**config.mk**
```make
export PLATFORM = sky130hd
export DESIGN_NAME = buffer_mean_removal_flat
export DESIGN_NICKNAME = d
export VERILOG_FILES = /design/src/sv/bmr_pkg.sv /design/src/sv/bmr_if.sv /design/src/sv/buffer_mean_removal.sv /design/src/flat_wrapper.sv
export VERILOG_INCLUDE_DIRS = /design/src /design/src/sv
export SDC_FILE = /design/constraint.sdc
export NUM_CORES = 1
export LEC_CHECK = 0
export CORE_ASPECT_RATIO = 1.4
export CORE_MARGIN = 4
export CORE_UTILIZATION = 45
export CTS_BUF_LIST = sky130_fd_sc_hd__clkbuf_8
export CTS_CLUSTER_DIAMETER = 150
export DETAILED_ROUTE_END_ITERATION = 8
export DONT_BUFFER_PORTS = 1
export GPL_TIMING_DRIVEN = 0
export PLACE_DENSITY = 0.71
export SKIP_CTS_REPAIR_TIMING = 1
export SLEW_MARGIN = 15
export SYNTH_ARGS = -nofsm -noshare
export SYNTH_HDL_FRONTEND = slang
export SYNTH_SLANG_ARGS = --single-unit
export TNS_END_PERCENT = 5
```
**constraint.sdc**
```tcl
create_clock -name i_clk -period 3.1 [get_ports i_clk]
set_input_delay 0.31 -clock i_clk [delete_from_list [all_inputs] [get_ports i_clk]]
set_output_delay 0.31 -clock i_clk [all_outputs]
set_load 0.05 [all_outputs]
```
**src/sv/assert_macros.svh**
```systemverilog
// Assertion macros used by the RTL of the mean removal block.
`ifndef ASSERT_MACROS_SVH
`define ASSERT_MACROS_SVH

// Checked on every rising edge outside of reset.
`define BMR_ASSERT(label, prop, msg) \
    label: assert property (@(posedge i_clk) disable iff (!i_rst_n) prop) else $error(msg);

// Checked on every rising edge, reset included.
`define BMR_ASSERT_ALWAYS(label, prop, msg) \
    label: assert property (@(posedge i_clk) prop) else $error(msg);

`endif

```
**src/sv/bmr_pkg.sv**
```systemverilog
// Package of types and constants for the buffer mean removal block.
`default_nettype none

package bmr_pkg;

    // Field widths
    localparam int SAMPLE_W = 16;
    localparam int SUM_W    = 23;
    localparam int MAG_W    = SUM_W - 1;
    localparam int MEAN_W   = SAMPLE_W + 1;
    localparam int DIFF_W   = SAMPLE_W + 2;

    // Buffer depth default
    localparam int DEF_BUFFER_DEPTH = 64;

    // Saturation bounds
    localparam logic signed [DIFF_W-1:0]   DIFF_MAX = DIFF_W'(32767);
    localparam logic signed [DIFF_W-1:0]   DIFF_MIN = -DIFF_W'(32768);
    localparam logic signed [SAMPLE_W-1:0] SAT_MAX  = SAMPLE_W'(32767);
    localparam logic signed [SAMPLE_W-1:0] SAT_MIN  = SAMPLE_W'(32768);

    // Control states
    typedef enum logic [1:0] {
        ST_LOAD,
        ST_DIV,
        ST_READ
    } t_state;

endpackage

`default_nettype wire

```
**src/sv/bmr_if.sv**
```systemverilog
// Valid/ready channel interfaces for sample input and output items.
`default_nettype none

interface bmr_in_if;
    logic                                  valid;
    logic                                  ready;
    logic signed [bmr_pkg::SAMPLE_W-1:0]   sample_in;
    logic                                  last_in;

    modport source (output valid, output sample_in, output last_in, input ready);
    modport sink   (input valid, input sample_in, input last_in, output ready);
endinterface

interface bmr_out_if;
    logic                                  valid;
    logic                                  ready;
    logic signed [bmr_pkg::SAMPLE_W-1:0]   sample_out;
    logic                                  last_out;

    modport source (output valid, output sample_out, output last_out, input ready);
    modport sink   (input valid, input sample_out, input last_out, output ready);
endinterface

`default_nettype wire

```
**src/sv/buffer_mean_removal.sv**
```systemverilog
// Top level of the buffer mean removal block: store, divide and readout.
`default_nettype none
`include "assert_macros.svh"

// Buffer mean removal. Samples enter one per cycle on i_smp while the block is
// loading and are written to a 64-entry (BUFFER_DEPTH) sample memory while a
// running sum accumulates. A buffer closes on a sample with last_in set or when
// the memory is full. The block then stops taking items and runs a restoring
// divider, one quotient bit per cycle: a load step, then 22 shift-subtract
// steps. Readout follows: each stored sample minus the truncated mean,
// saturated to 16 bits, leaves on o_smp through the registered memory read and
// the output register; a new read is issued only once the previous one has
// landed and the output register is free or being taken. last_out marks the
// final item. Input is taken again in the cycle after the final read lands,
// while that last item may still wait in the output register.
module buffer_mean_removal #(
    parameter int BUFFER_DEPTH = bmr_pkg::DEF_BUFFER_DEPTH
) (
    input  wire        i_clk,
    input  wire        i_rst_n,
    bmr_in_if.sink     i_smp,
    bmr_out_if.source  o_smp
);
    import bmr_pkg::*;

    localparam int CW  = $clog2(BUFFER_DEPTH + 1);
    localparam int AW  = (BUFFER_DEPTH > 1) ? $clog2(BUFFER_DEPTH) : 1;
    localparam int DCW = $clog2(MAG_W + 1);

    // Sample memory
    logic signed [SAMPLE_W-1:0] r_mem [BUFFER_DEPTH];

    // Control and datapath registers
    t_state                     r_state, n_state;
    logic [CW-1:0]              r_fill;
    logic signed [SUM_W-1:0]    r_sum;
    logic [DCW-1:0]             r_div_cnt;
    logic [CW-1:0]              r_rem;
    logic [MAG_W-1:0]           r_quo;
    logic                       r_neg;
    logic signed [MEAN_W-1:0]   r_mean;
    logic [CW-1:0]              r_rd_addr;
    logic                       r_rd_pend;
    logic                       r_rd_last;
    logic signed [SAMPLE_W-1:0] r_rd_data;
    logic                       r_out_valid;
    logic signed [SAMPLE_W-1:0] r_out_sample;
    logic                       r_out_last;

    // Combinational signals
    logic                       in_ready;
    logic                       in_acc;
    logic                       close_buf;
    logic                       div_done;
    logic                       rd_issue;
    logic [CW-1:0]              fill_inc;
    logic signed [SUM_W-1:0]    sum_inc;
    logic [SUM_W-1:0]           sum_abs;
    logic [CW:0]                rem_sh;
    logic [CW:0]                div_ext;
    logic                       rem_ge;
    logic [CW:0]                rem_sub;
    logic [CW-1:0]              rem_nx;
    logic [MAG_W-1:0]           quo_nx;
    logic [SUM_W-1:0]           mean_full;
    logic signed [DIFF_W-1:0]   diff;
    logic signed [SAMPLE_W-1:0] sat_val;

    // Input accumulation
    assign in_acc    = i_smp.valid && in_ready;
    assign fill_inc  = r_fill + CW'(1);
    assign sum_inc   = r_sum + SUM_W'(i_smp.sample_in);
    assign close_buf = in_acc && (i_smp.last_in || (fill_inc == CW'(BUFFER_DEPTH)));

    // Divider step: magnitude of the sum divided by the sample count
    assign sum_abs   = r_sum[SUM_W-1] ? SUM_W'(-r_sum) : SUM_W'(r_sum);
    assign rem_sh    = {r_rem, r_quo[MAG_W-1]};
    assign div_ext   = {1'b0, r_fill};
    assign rem_ge    = (rem_sh >= div_ext);
    assign rem_sub   = rem_sh - div_ext;
    assign rem_nx    = rem_ge ? rem_sub[CW-1:0] : rem_sh[CW-1:0];
    assign quo_nx    = {r_quo[MAG_W-2:0], rem_ge};
    assign mean_full = r_neg ? (SUM_W'(0) - {1'b0, quo_nx}) : {1'b0, quo_nx};
    assign div_done  = (r_state == ST_DIV) && (r_div_cnt == DCW'(MAG_W));

    // Difference and saturation of a sample read back
    assign diff = DIFF_W'(r_rd_data) - DIFF_W'(r_mean);
    always_comb begin
        if (diff > DIFF_MAX) begin
            sat_val = SAT_MAX;
        end else if (diff < DIFF_MIN) begin
            sat_val = SAT_MIN;
        end else begin
            sat_val = diff[SAMPLE_W-1:0];
        end
    end

    // Next state
    always_comb begin
        n_state = r_state;
        case (r_state)
            ST_LOAD: begin
                if (close_buf) begin
                    n_state = ST_DIV;
                end
            end
            ST_DIV: begin
                if (div_done) begin
                    n_state = ST_READ;
                end
            end
            ST_READ: begin
                if (r_rd_pend && r_rd_last) begin
                    n_state = ST_LOAD;
                end
            end
            default: n_state = ST_LOAD;
        endcase
    end

    // State outputs
    always_comb begin
        in_ready = 1'b0;
        rd_issue = 1'b0;
        case (r_state)
            ST_LOAD: begin
                in_ready = 1'b1;
            end
            ST_DIV: begin
                in_ready = 1'b0;
            end
            ST_READ: begin
                rd_issue = (r_rd_addr != r_fill) && !r_rd_pend
                           && (!r_out_valid || o_smp.ready);
            end
            default: begin
                in_ready = 1'b0;
            end
        endcase
    end

    assign i_smp.ready      = in_ready;
    assign o_smp.valid      = r_out_valid;
    assign o_smp.sample_out = r_out_sample;
    assign o_smp.last_out   = r_out_last;

    // Memory write port
    always_ff @(posedge i_clk) begin
        if (in_acc) begin
            r_mem[r_fill[AW-1:0]] <= i_smp.sample_in;
        end
    end

    // Memory read port, registered
    always_ff @(posedge i_clk) begin
        if (rd_issue) begin
            r_rd_data <= r_mem[r_rd_addr[AW-1:0]];
        end
    end

    // Control registers
    always_ff @(posedge i_clk) begin
        if (!i_rst_n) begin
            r_state     <= ST_LOAD;
            r_fill      <= '0;
            r_sum       <= '0;
            r_div_cnt   <= '0;
            r_rd_addr   <= '0;
            r_rd_pend   <= 1'b0;
            r_out_valid <= 1'b0;
        end else begin
            r_state   <= n_state;
            r_rd_pend <= rd_issue;
            if (in_acc) begin
                r_fill <= fill_inc;
                r_sum  <= sum_inc;
            end
            if (close_buf) begin
                r_div_cnt <= '0;
            end else if (r_state == ST_DIV) begin
                r_div_cnt <= r_div_cnt + DCW'(1);
            end
            if (div_done) begin
                r_rd_addr <= '0;
            end else if (rd_issue) begin
                r_rd_addr <= r_rd_addr + CW'(1);
            end
            if (r_rd_pend && r_rd_last) begin
                r_fill <= '0;
                r_sum  <= '0;
            end
            if (r_rd_pend) begin
                r_out_valid <= 1'b1;
            end else if (o_smp.ready) begin
                r_out_valid <= 1'b0;
            end
        end
    end

    // Divider and output payload registers
    always_ff @(posedge i_clk) begin
        if (r_state == ST_DIV) begin
            if (r_div_cnt == '0) begin
                r_quo <= sum_abs[MAG_W-1:0];
                r_rem <= '0;
                r_neg <= r_sum[SUM_W-1];
            end else begin
                r_quo <= quo_nx;
                r_rem <= rem_nx;
            end
        end
        if (div_done) begin
            r_mean <= mean_full[MEAN_W-1:0];
        end
        if (rd_issue) begin
            r_rd_last <= (r_rd_addr + CW'(1)) == r_fill;
        end
        if (r_rd_pend) begin
            r_out_sample <= sat_val;
            r_out_last   <= r_rd_last;
        end
    end

    // Checks
    `BMR_ASSERT(a_pend_in_read, r_rd_pend |-> (r_state == ST_READ), "read outside readout")
    `BMR_ASSERT(a_pend_out_free, r_rd_pend |-> !r_out_valid, "read data lands on full output")
    `BMR_ASSERT(a_fill_bound, r_fill <= CW'(BUFFER_DEPTH), "fill count beyond depth")
    `BMR_ASSERT(a_last_load, (r_rd_pend && r_rd_last) |=> (r_state == ST_LOAD), "load not resumed")
    `BMR_ASSERT(a_last_clears, (r_rd_pend && r_rd_last) |=> (r_fill == '0), "buffer not cleared")
    `BMR_ASSERT_ALWAYS(a_no_read_in_reset, !i_rst_n |=> !r_rd_pend, "read pending after reset")

endmodule

`default_nettype wire

```
**src/flat_wrapper.sv**
```systemverilog
// flat-port wrapper written by rule: the top's interface ports become plain ports
module buffer_mean_removal_flat import bmr_pkg::*;
#(
    parameter int BUFFER_DEPTH = bmr_pkg::DEF_BUFFER_DEPTH
)
  (i_clk, i_rst_n, i_smp_valid, i_smp_sample_in, i_smp_last_in, i_smp_ready, o_smp_valid, o_smp_sample_out, o_smp_last_out, o_smp_ready);
  bmr_in_if i_smp_i ();
  bmr_out_if o_smp_i ();
  input  wire i_clk;
  input  wire i_rst_n;
  input wire logic [$bits(i_smp_i.valid)-1:0] i_smp_valid;
  input wire logic [$bits(i_smp_i.sample_in)-1:0] i_smp_sample_in;
  input wire logic [$bits(i_smp_i.last_in)-1:0] i_smp_last_in;
  output wire logic [$bits(i_smp_i.ready)-1:0] i_smp_ready;
  output wire logic [$bits(o_smp_i.valid)-1:0] o_smp_valid;
  output wire logic [$bits(o_smp_i.sample_out)-1:0] o_smp_sample_out;
  output wire logic [$bits(o_smp_i.last_out)-1:0] o_smp_last_out;
  input wire logic [$bits(o_smp_i.ready)-1:0] o_smp_ready;
  assign i_smp_i.valid = i_smp_valid;
  assign i_smp_i.sample_in = i_smp_sample_in;
  assign i_smp_i.last_in = i_smp_last_in;
  assign i_smp_ready = i_smp_i.ready;
  assign o_smp_valid = o_smp_i.valid;
  assign o_smp_sample_out = o_smp_i.sample_out;
  assign o_smp_last_out = o_smp_i.last_out;
  assign o_smp_i.ready = o_smp_ready;
  buffer_mean_removal #(.BUFFER_DEPTH(BUFFER_DEPTH)) u_core (.i_clk(i_clk), .i_rst_n(i_rst_n), .i_smp(i_smp_i), .o_smp(o_smp_i));
endmodule
```
==> results by group <==
Run status
  • Status: finished, violations left
  • Violated checks: negative setup slack

STA
  • Clock Skews: 0.0333 ns
  • Setup TNS: -0.318 ns
  • Endpoints failing hold: 0
  • Fin Hold WS: 0.0563 ns
  • Final setup fails: 27
  • RSZ-0062 raised after global routing: yes
  • Final Worst Setup Slack: -0.0532 ns
  • Tmin final: 3.15 ns
  • Fmax: 317 MHz
  • Slew margin rel.: 17.3%
  • Final worst-path cycle share: 102%
  • Max-slew violation count: 0
  • Worst-margin pin slew: 1.24 ns

Min path
  • Hold crit path type: in2reg
  • WHS Path Cells: 5

Pwr
  • Net Sw Frac: 22.4%
  • VDD IR-drop max: 0.414 mV
  • P_sw: 6.72 mW
  • Power share of the sequential group: 57.7%
  • Leakage: 17.0 nW
  • P_int: 23.3 mW
  • Clock group share of total power: 37.7%
  • Power per Cell Area: 557 nW/um2
  • Combinational share of power: 4.7%

Cells and area
  • Layout cells sized above 1: 29.6%
  • Design Area, Final: 53,800 um2
  • Commonest non-fill, non-tap cell in the layout: edfxtp_1
  • Fin nets: 2,695
  • Most frequent cells in the layout: edfxtp_1, mux4_2, clkbuf_8, inv_1, nor2_1
  • Core Util, Final: 52.3%
  • Final cell count without fillers: 4,094
  • Synth-to-Final Area Change: 15.0%

Flow run
  • Max Cap Violations: 0

Logic synthesis
  • Post-synthesis sequential area ratio: 72.9%
  • Synth Warn #: 0
  • Mapped cell area: 46,800 um2
  • Mapped Nets: 2,421
  • Synthesized flop and latch total: 1,151
  • Synth Flop Type: edfxtp_1
  • Netlist cell types: 64
  • Mapped Cells: 2,344
  • Syn avg cell area: 20.0 um2
  • Post-synth EDFFs: 1,105
  • FFs w/ async S/R, synth: 0%

Route
  • Final WL: 113 mm
  • Post-route antenna net violation count: 0
  • DR vias/cell: 5.91
  • # DRC: 0
  • DR WL/cell: 27.6 um
  • Router iterations before antenna repair: 8
  • DRT iter0 DRCs: 2,423
  • Via count: 24,183

Critical path
  • Kind of critical path: reg2reg
  • Worst path max stage delay: 0.39 ns
  • CP max-delay cell: edfxtp_1
  • Setup crit start kind: flop
  • Flop2flop setup slack: -0.05 ns
  • Worst Reg2Reg Path Length in Cells: 16
  • Critical path cell sequence: inv_1 > ha_2 > fa_2 > nor2b_1 > o21ai_1 > a21boi_1 > o21a_1 > o21a_1 > or2_4 > buf_8 > inv_4 > ha_4 > nand2_2 > or2_4 > o31ai_4 > xnor2_2
  • Critical path data required time: 3.69 ns
  • Critical-path maximum fanout: 4
  • Crit path buf inv count: 3
  • CP Depth: 16
  • Setup crit end kind: flop
  • CP delay by family, top: compound AO/OA/AOI/OAI gates
  • Arr. time, crit path: 3.74 ns

Clock network
  • TritonCTS buffer count: 165
  • # H-tree levels: 4
  • Clk buf depth: 3
  • Worst-path clk slew: 0.06 ns
  • Clock sinks: 1,151
  • Clock Latency Late Sink: 0.85 ns
  • CTS tree: built
  • Root buf cell: clkbuf_8

Floorplanning
  • Chip width: 281 um
  • Initial Util: 45.5%
  • Die ar.: 109,000 um2
  • Row count: 139
  • Core area: 103,000 um2
  • Die Ht: 390 um
  • Number of I/O pins: 40

GRT
  • Vias in the first global route: 24,792
  • GRT busiest layer: met2
  • All-layer global routing usage: 20.4%
  • Pin count of the biggest net entering global routing: 73
  • Grt met2 use: 35.3%
  • GRT Residual Overflow: 0
  • GR Layer Usage met1: 24.7%
  • Initial antenna violation count: 6
  • Grt met3 use: 4.47%
  • First-pass GRT wire length: 163 mm

Place
  • GP Congestion: 0.844
  • Placement Cell Area: 49,400 um2
  • Final HPWL DP: 74.7 mm
  • Cells after DPL: 3,739
  • PortBufs: 0
==> final cells by class <==
class	instances	area, um2
antenna	4	10.0
buffer	104	659
clock buffer	167	2300
clock inverter	133	778
fill	7860	49100
inverter	48	183
multi-input combinational	1039	12600
sequential	1151	34100
tap	1339	1680
timing repair buffer	109	1550
==> logic make-up after synthesis <==
kind of cell,share of synthesized area (%)
compound gates,3.03
xor+xnor,1.76
fa+ha+maj,1.55
buf+inv,1.41
flops,72.9
mux,16.4
simple gates,3.01
==> worst reg2reg max path, delay by kind of cell (launching register included) <==
family                   cells  cell delay, ns
flip-flops                   1            0.39
XOR/XNOR                     1            0.10
adder cells (fa/ha/maj)      3            0.55
AO/OA/AOI/OAI                5            0.96
buffers and inverters        3            0.23
AND/OR/NAND/NOR              4            0.66
==> routing by layer <==
layer / wire length [um] / part of all wire, %
met5: 14 / 0.012
met4: 5850 / 5.2
met3: 7450 / 6.6
met2: 58600 / 52
met1: 40900 / 36
==> sequential cells by signal (all words and copies together) (netlist names) <==
register                 flops
u_core.o_smp.last_out        1
u_core.o_smp.sample_out     16
u_core.o_smp.valid           1
u_core.r_div_cnt             5
u_core.r_fill                7
u_core.r_mean               17
u_core.r_mem              1024
u_core.r_neg                 1
u_core.r_quo                22
u_core.r_rd_addr             7
u_core.r_rd_data            16
u_core.r_rd_last             1
u_core.r_rd_pend             1
u_core.r_rem                 7
u_core.r_state               2
u_core.r_sum                23
==> power groups by stage <==
stage / clock (mW) / combinational (mW) / sequential, mW
after CTS: 11.5 / 1.02 / 17.3
after floorplan: 0 / 0.735 / 17.6
final: 11.3 / 1.39 / 17.3
after detailed placement: 0 / 1.01 / 17.6
after global placement: 0 / 0.947 / 17.6
after global routing: 12.3 / 1.51 / 17.3
==> cells in the mapped netlist, types with 5 or more instances <==
cell type,count,area share [%]
o31ai_1,14,0.22
mux4_2,336,16
or3_1,13,0.17
buf_2,16,0.17
xnor2_1,52,0.97
nand3_1,18,0.19
o21ai_1,16,0.17
nand2_1,77,0.62
mux2i_1,7,0.15
and2_1,5,0.067
buf_4,13,0.21
nor2b_1,10,0.13
a31oi_1,5,0.067
a211oi_1,11,0.18
nand4_1,9,0.12
inv_1,48,0.39
o21ai_0,34,0.36
ha_1,53,1.4
a21oi_1,80,0.86
buf_1,5,0.040
nor3_1,5,0.053
a21o_1,16,0.26
nor2_1,150,1.2
edfxtp_1,1105,71
xor2_1,42,0.79
nor4_1,6,0.080
clkbuf_1,70,0.56
o21a_1,12,0.19
dfxtp_1,46,2.0
nand2b_1,9,0.12
==> stage by stage <==
stage	power, mW	worst slack (ns)
global route	31.1	-0.200
floorplan	18.3	0.00108
finish	30.0	-0.0532
detailed placement	18.6	-1.31
global placement	18.6	-1.57
CTS	29.8	-1.32
==> worst paths after layout <==
| path | startpoint | endpoint |
|---|---|---|
| setup / recovery | u_core.r_quo[21] | u_core.r_mean[16] |
| hold / removal | i_smp_sample_in[3] | u_core.r_sum[3] |
| setup reg to reg | u_core.r_quo[21] | u_core.r_mean[16] |
| hold reg to reg | u_core.r_rd_last | u_core.o_smp.last_out |
Power figures use the tool's default switching activity.
